--- src/rtl/pts_pkg.sv ---
// Shared types and constants for the periodic task scheduler.
// No dependencies; used by pts_core and periodic_task_scheduler_unit.
package pts_pkg;

  // configuration register file
  localparam int CFG_W      = 48;
  localparam int CFG_ADDR_W = 2;

  localparam logic [CFG_ADDR_W-1:0] REG_POLICY  = 2'd0;
  localparam logic [CFG_ADDR_W-1:0] REG_COUNT   = 2'd1;
  localparam logic [CFG_ADDR_W-1:0] REG_PERIODS = 2'd2;
  localparam logic [CFG_ADDR_W-1:0] REG_BURSTS  = 2'd3;

  localparam logic             RST_POLICY  = 1'b1;
  localparam logic [2:0]       RST_COUNT   = 3'd2;
  localparam logic [CFG_W-1:0] RST_PERIODS = 48'd327730;
  localparam logic [CFG_W-1:0] RST_BURSTS  = 48'd143385;

  localparam logic POLICY_RM  = 1'b0;
  localparam logic POLICY_EDF = 1'b1;

  // result fields
  localparam int COUNT_W = 12;
  localparam logic [COUNT_W-1:0] COUNT_MAX = '1;
  localparam int TIDX_W = 2;
  localparam int MISS_W = 4;

  localparam logic KIND_TICK    = 1'b0;
  localparam logic KIND_SUMMARY = 1'b1;

  localparam int IN_TDATA_W  = 8;
  localparam int OUT_TDATA_W = 48;

  typedef struct packed {
    logic              busy;
    logic              finished;
    logic              preempted;
    logic [TIDX_W-1:0] task_index;
    logic [TIDX_W-1:0] preempted_task;
    logic [MISS_W-1:0] missed_mask;
    logic              has_summary;
  } tick_rpt_t;

endpackage

--- src/rtl/pts_core.sv ---
// Scheduler core: configuration registers, per-task state and the one-tick update.
// Depends on pts_pkg.
module pts_core #(
  parameter int NUM_TASKS = 4,
  parameter int TIME_BITS = 12,
  parameter int IDX_W     = 2,
  parameter int CNT_W     = 3
) (
  input  logic                                        clk,
  input  logic                                        rst,
  input  logic                                        cfg_we,
  input  logic [pts_pkg::CFG_ADDR_W-1:0]              cfg_addr,
  input  logic [pts_pkg::CFG_W-1:0]                   cfg_wdata,
  input  logic                                        tick,
  input  logic                                        restart,
  input  logic                                        final_tick,
  output pts_pkg::tick_rpt_t                          rpt,
  output logic [CNT_W-1:0]                            active_n,
  output logic [NUM_TASKS-1:0][pts_pkg::COUNT_W-1:0]  lost_cnt,
  output logic [NUM_TASKS-1:0][pts_pkg::COUNT_W-1:0]  comp_cnt,
  output logic [NUM_TASKS-1:0][pts_pkg::COUNT_W-1:0]  kill_cnt
);

  typedef logic [TIME_BITS-1:0]        time_t;
  typedef logic [pts_pkg::COUNT_W-1:0] cnt_t;

  localparam time_t TIME_MAX = '1;

  function automatic time_t field_of(input logic [pts_pkg::CFG_W-1:0] packed_v,
                                     input int idx);
    logic [pts_pkg::CFG_W-1:0] sh;
    sh = packed_v >> (idx * TIME_BITS);
    return sh[TIME_BITS-1:0];
  endfunction

  function automatic time_t period_fix(input time_t p);
    return (p == '0) ? time_t'(1) : p;
  endfunction

  function automatic cnt_t cnt_inc(input cnt_t v);
    return (v == pts_pkg::COUNT_MAX) ? v : v + cnt_t'(1);
  endfunction

  // configuration
  logic                      policy_mode;
  logic [2:0]                task_count;
  logic [pts_pkg::CFG_W-1:0] task_periods;
  logic [pts_pkg::CFG_W-1:0] task_bursts;

  always_ff @(posedge clk) begin
    if (rst) begin
      policy_mode  <= pts_pkg::RST_POLICY;
      task_count   <= pts_pkg::RST_COUNT;
      task_periods <= pts_pkg::RST_PERIODS;
      task_bursts  <= pts_pkg::RST_BURSTS;
    end else if (cfg_we) begin
      unique case (cfg_addr)
        pts_pkg::REG_POLICY:  policy_mode  <= cfg_wdata[0];
        pts_pkg::REG_COUNT:   task_count   <= cfg_wdata[2:0];
        pts_pkg::REG_PERIODS: task_periods <= cfg_wdata;
        pts_pkg::REG_BURSTS:  task_bursts  <= cfg_wdata;
        default: ;
      endcase
    end
  end

  // task state
  time_t            rem [NUM_TASKS];
  time_t            elapsed [NUM_TASKS];
  time_t            countdown [NUM_TASKS];
  cnt_t             lost [NUM_TASKS];
  cnt_t             comp [NUM_TASKS];
  cnt_t             kill [NUM_TASKS];
  logic             prev_valid;
  logic [IDX_W-1:0] prev_task;

  time_t            rem_next [NUM_TASKS];
  time_t            elapsed_next [NUM_TASKS];
  time_t            countdown_next [NUM_TASKS];
  cnt_t             lost_next [NUM_TASKS];
  cnt_t             comp_next [NUM_TASKS];
  cnt_t             kill_next [NUM_TASKS];
  logic             prev_valid_next;
  logic [IDX_W-1:0] prev_task_next;

  // state as seen by this tick (restart applied first)
  time_t            per [NUM_TASKS];
  time_t            burst [NUM_TASKS];
  time_t            e_rem [NUM_TASKS];
  time_t            e_el [NUM_TASKS];
  time_t            e_cd [NUM_TASKS];
  cnt_t             e_lost [NUM_TASKS];
  cnt_t             e_comp [NUM_TASKS];
  cnt_t             e_kill [NUM_TASKS];
  logic             e_pv;
  logic [IDX_W-1:0] e_prev;
  logic [NUM_TASKS-1:0] act;

  logic             busy;
  logic [IDX_W-1:0] best;
  time_t            best_key;
  logic             pre;
  logic             fin;
  logic [NUM_TASKS-1:0] missed;
  logic [NUM_TASKS+pts_pkg::MISS_W-1:0] missed_ext;
  logic [IDX_W+pts_pkg::TIDX_W-1:0]     best_ext;
  logic [IDX_W+pts_pkg::TIDX_W-1:0]     pre_ext;

  always_comb begin
    if (int'(task_count) > NUM_TASKS) begin
      active_n = CNT_W'(NUM_TASKS);
    end else begin
      active_n = CNT_W'(task_count);
    end
    for (int i = 0; i < NUM_TASKS; i++) begin
      act[i]   = int'(active_n) > i;
      per[i]   = period_fix(field_of(task_periods, i));
      burst[i] = field_of(task_bursts, i);
      if (restart) begin
        e_rem[i]  = burst[i];
        e_el[i]   = '0;
        e_cd[i]   = per[i];
        e_lost[i] = '0;
        e_comp[i] = '0;
        e_kill[i] = '0;
      end else begin
        e_rem[i]  = rem[i];
        e_el[i]   = elapsed[i];
        e_cd[i]   = countdown[i];
        e_lost[i] = lost[i];
        e_comp[i] = comp[i];
        e_kill[i] = kill[i];
      end
    end
    e_pv   = restart ? 1'b0 : prev_valid;
    e_prev = restart ? '0 : prev_task;
  end

  // selection: lowest key among ready tasks, ties to the lowest index
  always_comb begin
    time_t key;
    busy     = 1'b0;
    best     = '0;
    best_key = '0;
    for (int i = 0; i < NUM_TASKS; i++) begin
      if (policy_mode == pts_pkg::POLICY_EDF) begin
        key = (e_el[i] >= per[i]) ? '0 : per[i] - e_el[i];
      end else begin
        key = per[i];
      end
      if (act[i] && e_rem[i] != '0 && (!busy || key < best_key)) begin
        busy     = 1'b1;
        best     = IDX_W'(i);
        best_key = key;
      end
    end
    pre = e_pv && (int'(e_prev) < int'(active_n)) && (!busy || e_prev != best) &&
          (e_rem[e_prev] != '0);
    fin = busy && (e_rem[best] == time_t'(1));
  end

  always_comb begin
    for (int i = 0; i < NUM_TASKS; i++) begin
      rem_next[i]       = e_rem[i];
      elapsed_next[i]   = e_el[i];
      countdown_next[i] = e_cd[i];
      lost_next[i]      = e_lost[i];
      comp_next[i]      = e_comp[i];
      kill_next[i]      = e_kill[i];
      missed[i]         = 1'b0;
      if (busy && best == IDX_W'(i)) begin
        rem_next[i] = e_rem[i] - time_t'(1);
        if (e_rem[i] == time_t'(1)) begin
          comp_next[i] = cnt_inc(e_comp[i]);
        end
      end
      if (act[i]) begin
        elapsed_next[i]   = (e_el[i] == TIME_MAX) ? e_el[i] : e_el[i] + time_t'(1);
        countdown_next[i] = (e_cd[i] != '0) ? e_cd[i] - time_t'(1) : '0;
        // period boundary: count a miss on leftover work, then release
        if (countdown_next[i] == '0) begin
          if (rem_next[i] != '0) begin
            lost_next[i] = cnt_inc(e_lost[i]);
            missed[i]    = 1'b1;
          end
          rem_next[i]       = burst[i];
          elapsed_next[i]   = '0;
          countdown_next[i] = per[i];
        end
        if (final_tick && busy && rem_next[i] >= time_t'(2)) begin
          kill_next[i] = cnt_inc(e_kill[i]);
        end
      end
    end
    prev_valid_next = busy;
    prev_task_next  = busy ? best : '0;
  end

  always_ff @(posedge clk) begin
    if (rst) begin
      for (int i = 0; i < NUM_TASKS; i++) begin
        rem[i]       <= field_of(pts_pkg::RST_BURSTS, i);
        elapsed[i]   <= '0;
        countdown[i] <= period_fix(field_of(pts_pkg::RST_PERIODS, i));
        lost[i]      <= '0;
        comp[i]      <= '0;
        kill[i]      <= '0;
      end
      prev_valid <= 1'b0;
      prev_task  <= '0;
    end else if (tick) begin
      for (int i = 0; i < NUM_TASKS; i++) begin
        rem[i]       <= rem_next[i];
        elapsed[i]   <= elapsed_next[i];
        countdown[i] <= countdown_next[i];
        lost[i]      <= lost_next[i];
        comp[i]      <= comp_next[i];
        kill[i]      <= kill_next[i];
      end
      prev_valid <= prev_valid_next;
      prev_task  <= prev_task_next;
    end
  end

  always_comb begin
    missed_ext = {{pts_pkg::MISS_W{1'b0}}, missed};
    best_ext   = {{pts_pkg::TIDX_W{1'b0}}, busy ? best : {IDX_W{1'b0}}};
    pre_ext    = {{pts_pkg::TIDX_W{1'b0}}, pre ? e_prev : {IDX_W{1'b0}}};
    rpt.busy           = busy;
    rpt.finished       = fin;
    rpt.preempted      = pre;
    rpt.task_index     = best_ext[pts_pkg::TIDX_W-1:0];
    rpt.preempted_task = pre_ext[pts_pkg::TIDX_W-1:0];
    rpt.missed_mask    = missed_ext[pts_pkg::MISS_W-1:0];
    rpt.has_summary    = final_tick && (active_n != '0);
    for (int i = 0; i < NUM_TASKS; i++) begin
      lost_cnt[i] = lost[i];
      comp_cnt[i] = comp[i];
      kill_cnt[i] = kill[i];
    end
  end

endmodule

--- src/rtl/periodic_task_scheduler_unit.sv ---
// Periodic task scheduler (rate monotonic / EDF), top level with result sequencing.
// Depends on pts_pkg and pts_core.
//
// Usage: each transfer on the s_ channel is one timer tick. s_tdata[0] is restart
// (reload all task state from the configuration before this tick), s_tlast marks the
// final tick. Each tick yields a tick report (m_tuser = 0) naming the task that ran.
// On a final tick with active tasks, one summary per active task follows
// (m_tuser = 1) with its lost, completed and killed counts; m_tlast marks the
// last result of a tick.
// A tick's report is registered and valid in the cycle after its transfer.
// Throughput: one tick per cycle while m_tready stays high; a final tick holds
// s_tready low while its summaries, one per active task, pass through the single
// result register that they share with the tick reports. Reset: rst (synchronous)
// restores the configuration defaults (EDF, two tasks), reloads task state and
// empties the result register. Stall: with m_tready low the result register
// holds; s_tready drops only while a result is held, so one tick may be taken
// while the previous result is drained. Configuration (cfg_we/cfg_addr/cfg_wdata)
// is the user's to write only while the block is idle; not enforced by the block.
module periodic_task_scheduler_unit #(
  parameter int NUM_TASKS = 4,
  parameter int TIME_BITS = 12
) (
  input  logic                              clk,
  input  logic                              rst,
  input  logic                              cfg_we,
  input  logic [pts_pkg::CFG_ADDR_W-1:0]    cfg_addr,
  input  logic [pts_pkg::CFG_W-1:0]         cfg_wdata,
  input  logic                              s_tvalid,
  output logic                              s_tready,
  input  logic [pts_pkg::IN_TDATA_W-1:0]    s_tdata,   // [0] restart, rest zero
  input  logic                              s_tlast,   // final_tick
  output logic                              m_tvalid,
  input  logic                              m_tready,
  // [1:0] task_index, [2] busy_res, [3] finished, [4] preempted,
  // [6:5] preempted_task, [10:7] missed_mask, [22:11] lost_count,
  // [34:23] completed_count, [46:35] killed_count, [47] zero
  output logic [pts_pkg::OUT_TDATA_W-1:0]   m_tdata,
  output logic                              m_tuser,   // report_kind
  output logic                              m_tlast    // last
);

  localparam int IDX_W = (NUM_TASKS > 1) ? $clog2(NUM_TASKS) : 1;
  localparam int CNT_W = $clog2(NUM_TASKS + 1);

  pts_pkg::tick_rpt_t                         rpt;
  logic [CNT_W-1:0]                           active_n;
  logic [NUM_TASKS-1:0][pts_pkg::COUNT_W-1:0] lost_cnt;
  logic [NUM_TASKS-1:0][pts_pkg::COUNT_W-1:0] comp_cnt;
  logic [NUM_TASKS-1:0][pts_pkg::COUNT_W-1:0] kill_cnt;

  logic             tick;
  logic             load_ok;
  logic             sum_active;
  logic [CNT_W-1:0] sum_idx;
  logic [CNT_W-1:0] sum_n;
  logic [IDX_W-1:0] sum_sel;
  logic             sum_last;
  logic [CNT_W+pts_pkg::TIDX_W-1:0] sum_idx_ext;

  assign load_ok  = !m_tvalid || m_tready;
  assign s_tready = load_ok && !sum_active;
  assign tick     = s_tvalid && s_tready;
  assign sum_sel  = sum_idx[IDX_W-1:0];
  assign sum_last = (sum_idx == sum_n - CNT_W'(1));
  assign sum_idx_ext = {{pts_pkg::TIDX_W{1'b0}}, sum_idx};

  pts_core #(
    .NUM_TASKS (NUM_TASKS),
    .TIME_BITS (TIME_BITS),
    .IDX_W     (IDX_W),
    .CNT_W     (CNT_W)
  ) u_core (
    .clk        (clk),
    .rst        (rst),
    .cfg_we     (cfg_we),
    .cfg_addr   (cfg_addr),
    .cfg_wdata  (cfg_wdata),
    .tick       (tick),
    .restart    (s_tdata[0]),
    .final_tick (s_tlast),
    .rpt        (rpt),
    .active_n   (active_n),
    .lost_cnt   (lost_cnt),
    .comp_cnt   (comp_cnt),
    .kill_cnt   (kill_cnt)
  );

  // control
  always_ff @(posedge clk) begin
    if (rst) begin
      m_tvalid   <= 1'b0;
      sum_active <= 1'b0;
      sum_idx    <= '0;
      sum_n      <= '0;
    end else if (tick) begin
      m_tvalid   <= 1'b1;
      sum_active <= rpt.has_summary;
      sum_idx    <= '0;
      sum_n      <= active_n;
    end else if (load_ok && sum_active) begin
      m_tvalid   <= 1'b1;
      sum_idx    <= sum_idx + CNT_W'(1);
      sum_active <= !sum_last;
    end else if (m_tready) begin
      m_tvalid <= 1'b0;
    end
  end

  // result payload; summaries read counters frozen while input is held off
  always_ff @(posedge clk) begin
    if (tick) begin
      m_tuser <= pts_pkg::KIND_TICK;
      m_tlast <= !rpt.has_summary;
      m_tdata <= {1'b0,
                  {pts_pkg::COUNT_W{1'b0}},
                  {pts_pkg::COUNT_W{1'b0}},
                  {pts_pkg::COUNT_W{1'b0}},
                  rpt.missed_mask,
                  rpt.preempted_task,
                  rpt.preempted,
                  rpt.finished,
                  rpt.busy,
                  rpt.task_index};
    end else if (load_ok && sum_active) begin
      m_tuser <= pts_pkg::KIND_SUMMARY;
      m_tlast <= sum_last;
      m_tdata <= {1'b0,
                  kill_cnt[sum_sel],
                  comp_cnt[sum_sel],
                  lost_cnt[sum_sel],
                  {pts_pkg::MISS_W{1'b0}},
                  {pts_pkg::TIDX_W{1'b0}},
                  1'b0,
                  1'b0,
                  1'b0,
                  sum_idx_ext[pts_pkg::TIDX_W-1:0]};
    end
  end

  // a summary run always has a result on the port
  a_sum_has_output: assert property (@(posedge clk) disable iff (rst)
    sum_active |-> m_tvalid)
    else $error("summary pending without a held result");

  // a non-final result is always followed by another
  a_follow_up: assert property (@(posedge clk) disable iff (rst)
    m_tvalid && m_tready && !m_tlast |=> m_tvalid)
    else $error("result run ended without tlast");

  // completion only on a tick where a task ran
  a_fin_busy: assert property (@(posedge clk) disable iff (rst)
    m_tvalid && m_tuser == pts_pkg::KIND_TICK && m_tdata[3] |-> m_tdata[2])
    else $error("finished flagged on an idle tick");

  // the displaced task is never the one that ran
  a_pre_diff: assert property (@(posedge clk) disable iff (rst)
    m_tvalid && m_tuser == pts_pkg::KIND_TICK && m_tdata[4] && m_tdata[2] &&
    NUM_TASKS <= 4 |-> m_tdata[6:5] != m_tdata[1:0])
    else $error("preempted task equals running task");

  // no tick is taken while summaries are still going out
  a_no_tick_in_sum: assert property (@(posedge clk) disable iff (rst)
    sum_active |-> !tick)
    else $error("tick accepted during summary output");

endmodule
--- config.mk ---
export PLATFORM = sky130hd
export DESIGN_NAME = periodic_task_scheduler_unit
export DESIGN_NICKNAME = d
export VERILOG_FILES = /design/src/rtl/pts_pkg.sv /design/src/rtl/pts_core.sv /design/src/rtl/periodic_task_scheduler_unit.sv
export SDC_FILE = /design/constraint.sdc
export NUM_CORES = 2
export LEC_CHECK = 0
export BUFFER_PORTS_ARGS = -buffer_cell sky130_fd_sc_hd__buf_2
export CAP_MARGIN = 20
export CORE_UTILIZATION = 24
export DETAILED_ROUTE_END_ITERATION = 6
export PLACE_DENSITY = 0.4
export RECOVER_POWER = 50
export SKIP_CTS_REPAIR_TIMING = 1
export SLEW_MARGIN = 20
export SYNTH_ARGS = -nofsm -noshare
export SYNTH_HDL_FRONTEND = slang
export SYNTH_SLANG_ARGS = --single-unit
--- constraint.sdc ---
create_clock -name clk -period 18 [get_ports clk]
set_clock_uncertainty 0.2 [all_clocks]
set_input_delay 1.8 -clock clk [delete_from_list [all_inputs] [get_ports clk]]
set_output_delay 1.8 -clock clk [all_outputs]
set_load 0.02 [all_outputs]
* Word level (Yosys, flattened, before mapping)
Memories as Yosys holds them, arrays and structs flattened.
Cells that the tools add are included.
** Storage, ports and cells
- Bits in registers :: 160
- Memory bits (writable) :: 288
- Word-level logic and storage cells :: 386
- Memories kept :: 6
** Memory list
- u_core.comp :: depth 4, width 12, read ports 4, clocked after memory_dff 0, wr ports 4, RTL line pts_core.sv:72 : cnt_t comp [NUM_TASKS];
- u_core.countdown :: depth 4, width 12, read ports 4, clocked after memory_dff 0, wr ports 4, RTL line pts_core.sv:70 : time_t countdown [NUM_TASKS];
- u_core.elapsed :: depth 4, width 12, read ports 4, clocked after memory_dff 0, wr ports 4, RTL line pts_core.sv:69 : time_t elapsed [NUM_TASKS];
- u_core.kill :: depth 4, width 12, read ports 4, clocked after memory_dff 0, wr ports 4, RTL line pts_core.sv:73 : cnt_t kill [NUM_TASKS];
- u_core.lost :: depth 4, width 12, read ports 4, clocked after memory_dff 0, wr ports 4, RTL line pts_core.sv:71 : cnt_t lost [NUM_TASKS];
- u_core.rem :: depth 4, width 12, read ports 4, clocked after memory_dff 0, wr ports 4, RTL line pts_core.sv:68 : time_t rem [NUM_TASKS];
** Operators by class
- Add/subtract/negate cells :: 30
- $lt $le $gt $ge :: 20
- Eq/ne operators :: 29
- Muxes and demuxes :: 193
- Bitwise logic cells :: 26
- Reduce and logical (&&, ||, !) cells :: 68
** Operators by type and width (number)
- $mux 12 :: 150
- $add 12x1->12 const B :: 16
- $eq 12x12->1 const B :: 16
- $reduce_bool 12->1 :: 13
- $bmux 12 s2 :: 5
- $logic_not 12->1 :: 8
- $sub 12x1->12 const B :: 8
- $eq 12x1->1 const B :: 5
- $ge 12x12->1 :: 4
- $ge 12x2->1 const B :: 4
- $sub 12x12->12 :: 4
- $lt 12x12->1 :: 3
- $mux 1 :: 30
- $logic_and 1x1->1 :: 24
- $or 1x1->1 :: 24
- $mux 11 :: 2
- $mux 2 :: 5
- $eq 2x2->1 const B :: 4
- $logic_not 1->1 :: 8
- $reduce_and 2->1 :: 4
- $ge 3x3->1 const B :: 2
- $gt 3x1->1 const B :: 2
- $gt 3x2->1 const B :: 2
- $not 2->3 :: 2
- 14 further kinds :: 21

* Depth between registers and ports, before layout
- Depth after elaboration :: 28
- Depth in mapped cells :: 73
- Mapped depth without buffers :: 52

* Modules after synthesis
A second synthesis with hierarchy kept.
** Unflattened totals
- Cell total of the unflattened synthesis :: 3712
- Area total of the unflattened synthesis :: 32057.0 um^2
** By module, submodules not included
- pts_core :: times used 1, cells an instance 3505, area each 29175.5 um^2, sequential area each 10710.3 um^2
- periodic_task_scheduler_unit :: times used 1, cells an instance 207, area each 2881.5 um^2, sequential area each 1261.2 um^2

* Worst setup path before layout
OpenSTA, ideal clock, no wires.
- Kind :: in2reg
- From :: in s_tdata[0] (netlist name)
- To :: mem u_core.kill[0][38] (netlist name) (data pin)
- Arrival :: 14.687 ns
- Required time :: 17.544 ns
- Path slack :: 2.857 ns
- Stages on the path :: 70
- Buffers on the path :: 24
- Path through :: buf_6 > buf_6 > buf_6 > buf_6 > buf_4 > buf_6 > buf_4 > buf_4 > buf_2 > buf_2 > buf_2 > buf_4 > buf_4 > buf_2 > buf_4 > clkbuf_1 > clkbuf_1 > nor2b_1 > [... 34 more ...] > ha_1 > a21o_1 > a21o_1 > a21o_1 > a21oi_1 > nor2_1 > or3_1 > clkbuf_1 > o21a_1 > o31a_1 > buf_6 > nor4_1 > o221ai_2 > nor4_1 > o22a_1 > nor2_1 > buf_2 > a31o_2
** RTL lines
- start, declared :: RTL line periodic_task_scheduler_unit.sv:30 : input logic [pts_pkg::IN_TDATA_W-1:0] s_tdata,
- end, declared :: RTL line pts_core.sv:73

==> impl_results.md <==
- Status: complete, but fails checks
- Failing checks: max-capacitance violations, max-slew violations
- Synthesized area divided by synthesized cell count: 8.484 sq um
- Portion of the post-synthesis area used by sequential elements: a little under two fifths
- Crit path max-delay cell type: sky130_fd_sc_hd__o2bb2ai_1
- Num CTS Buffers: about 60
- Main flop type after synthesis: sky130_fd_sc_hd__edfxtp_1
- Utilization after layout: a little over a quarter
- Gate family responsible for the most delay along the worst path: compound AO/OA/AOI/OAI gates
- Antenna diodes: 0
- Total vias in the final route: approximately 28000
- Wire length of the first global-routing pass: 174000 um
- DIE AREA: 134500 sq um
- Sequential Area: 11970 sq um
- Max Fanout on Critical Path: 75
- Relative slew slack: -524.0%
- Detailed Route Iter0 Violations: a little under 2000
- Net count of the mapped netlist: about 3900
- Count of final hold-check violations: 0
- Pin count of the biggest net entering global routing: 157
- Sinks on Clock Net: between 400 and 500
- WS Path Type: in -> reg
- CTS tree: built
- Commonest non-fill, non-tap cells in the layout: sky130_fd_sc_hd__nand2_1 (639), sky130_fd_sc_hd__nor2_1 (354), sky130_fd_sc_hd__a21oi_1 (319), sky130_fd_sc_hd__edfxtp_1 (300), sky130_fd_sc_hd__dfxtp_1 (146)
- Number of storage elements in the synthesis netlist: 448
- Transition time at the pin with the least slew margin: roughly 9.4 ns
- EDFF count, synth: 300
- Overflow left after global routing: 0
- Cell variety after synth: 102
- Standard-cell rows: 133
- Wire length per cell after detailed routing: slightly above 20 um
- Final max-slew violation count: ~500
- Total Negative Setup Slacks: 0 ns
- Leading cell type in the layout, fill and taps excluded: sky130_fd_sc_hd__nand2_1
- Unrepaired setup endpoints after global routing: no
- Worst skew pair latency: 0.69 ns
- Vias in the first global route: roughly 27000
- Area of the multi-input gates: ~19000 sq um
- Critical path data required time: ~18 ns
- Worst voltage drop across the vdd grid: about 73 uV
- Maximum level of the CTS H-tree: 2
- Total global routing track utilization: about 17%
- Post-synthesis instance total: 3762
- I/O pin count: around 120
- Total standard cell area after synthesis: approximately 32000 sq um
- Number of design rule violations left after detail routing: 0
- Starting utilization of the core area: about a quarter
- Area growth, synth to finish: 12.97%
- Number of port buffers: around 110
- Maximum achievable frequency: between 60 and 70 MHz
- Total half-perimeter wirelength after legalization and detailed placement: 80600 um
- Routability Congestion: around 0.84
- Clock period minus final worst setup slack: 15.27 ns
- Max-cap viol count: 10
- Yosys warns: 0
- Fill cells: 14237
- Worst min-delay path class: reg -> reg
- Number of buffer and inverter stages on the critical path: 5
- Pwr dens: 94.93 nW/um^2
- Number of standard cells in the layout, taps in and fillers out: ~5500
- Largest stage delay on the critical path: 0.78 ns
- Type of element capturing the critical path: flip-flop
- Die Wd: roughly 370 um
- Placed instance count: approximately 5400
- Post-CTS clock slew at the launch and capture registers of the worst setup and hold paths: ~0.06 ns
- Total Wirelength: around 120000 um
- Core outline area: 131600 sq um
- Layout cells sized above 1: 8.549%
- Worst-case clock buffer depth: 3
- Static leakage: about 13 nW
- Number of antenna violations at the first check in global routing: 8
- Sort of element at the start of the critical path: input port
- Cell chosen for the clock root: sky130_fd_sc_hd__clkbuf_16
- Number of setup violations in the final report: 0
- Final worst-path cycle share: between 80 and 90%
- Data arrival time at the worst-slack endpoint: approximately 15 ns
- FFs w/ async S/R, synth: 0%
- Number of antenna-violating nets in the routed design: 0
- Final net count: slightly below 4000
- Overall power: approximately 3.4 mW
- Detailed-route vias per instance: approximately 5.0
- Detailed-routing iteration count for the pre-antenna-repair pass: 5
- Vertical die dimension: ~370 um
## area by class of cell
type                    instances  area share (%)
repair buffers                162           2.429
flip-flops and latches        448           33.21
multi-input cells            2977           51.64
clock inverters                15          0.3921
clock buffers                  95           5.264
inverters                      93          0.9751
well taps                    1755           6.090
## per-layer routing
layer | part of all wire, % | GRT usage [%]
met1 | 48 | 23.27
met2 | 45 | 27.00
met3 | 4.1 | 2.406
met4 | 2.3 | 4.257
met5 | 0.067 | 0
## stage by stage
| stage | setup slack (ns) | hold slack (ns) | instance area, sq um |
|---|---|---|---|
| final | 2.726 | 0.2513 | 36060 |
| after floorplan | 2.857 | 0.2361 | 31920 |
| after global routing | 1.986 | 0.2681 | 36060 |
| after CTS | 2.686 | 0.2523 | 36170 |
| after global placement | 1.974 | 0.2401 | 34130 |
| after detailed placement | 1.987 | 0.2435 | 34130 |
## registers in the layout, summed over array words and instances, names as in the netlist
name / cells
u_core.prev_valid: 1
u_core.elapsed: 48
sum_n: 3
m_tdata: 47
u_core.task_bursts: 48
u_core.countdown: 48
u_core.task_count: 3
sum_active: 1
u_core.policy_mode: 1
m_tlast: 1
sum_idx: 3
u_core.prev_task: 2
u_core.rem: 48
u_core.task_periods: 48
m_tvalid: 1
u_core.kill: 48
u_core.comp: 48
m_tuser: 1
u_core.lost: 48
## worst reg2reg max path, delay by kind of cell, from the launching register on
family / cells / cell delay (ns)
adders and majority gates: 5 / 1.63
AOI/OAI and AO/OA: 24 / 7.72
buffers and inverters: 3 / 0.55
and+or+nand+nor: 13 / 3.36
DFF: 1 / 0.42
xor gates and xnor gates: 1 / 0.23
## report_power, final
group	switching, mW	total (mW)	internal (mW)
Sequential	0.0687	1.25	1.19
Combinational	0.605	0.918	0.313
Clock	0.516	1.25	0.734
Total	1.19	3.42	2.23
## cells by family after synthesis
kind of cell,synth area share [%]
AND/OR/NAND/NOR,25.11
AO/OA/AOI/OAI,16.05
flip-flops,37.51
buffers and inverters,4.398
XOR/XNOR,5.680
multiplexers,6.495
adder cells (fa/ha/maj),4.743
other,0.01175
## final timing paths
check / startpoint / to / slack (ns) / cells past startpoint
setup reg to reg: u_core.task_periods[4]$_SDFFE_PP1P_ / u_core.kill[0][23]$_SDFFCE_PN0P_ / 3.63 / 46
hold reg to reg: m_tdata[27]$_SDFFE_PP0P_ / m_tdata[27]$_SDFFE_PP0P_ / 0.25 / 2
hold / removal: m_tdata[27]$_SDFFE_PP0P_ / m_tdata[27]$_SDFFE_PP0P_ / 0.25 / 2
setup / recovery: s_tdata[0] / u_core.kill[0][23]$_SDFFCE_PN0P_ / 2.73 / 46
## Yosys cell counts (85+ instances only)
cell,number,area [sq um]
sky130_fd_sc_hd__a21oi_1,320,1602
sky130_fd_sc_hd__edfxtp_1,300,9009
sky130_fd_sc_hd__inv_1,93,349.1
sky130_fd_sc_hd__xor2_1,85,744.5
sky130_fd_sc_hd__ha_1,113,1414
sky130_fd_sc_hd__clkbuf_1,182,683.2
sky130_fd_sc_hd__nor3_1,93,465.5
sky130_fd_sc_hd__nand2_1,640,2402
sky130_fd_sc_hd__nand3_1,131,655.6
sky130_fd_sc_hd__mux2i_1,100,1001
sky130_fd_sc_hd__o21ai_0,130,650.6
sky130_fd_sc_hd__nor2b_1,93,581.8
sky130_fd_sc_hd__nor2_1,358,1344
sky130_fd_sc_hd__xnor2_1,122,1069
sky130_fd_sc_hd__nand4_1,88,550.5
sky130_fd_sc_hd__dfxtp_1,148,2963
Power figures use the tool's default switching activity.
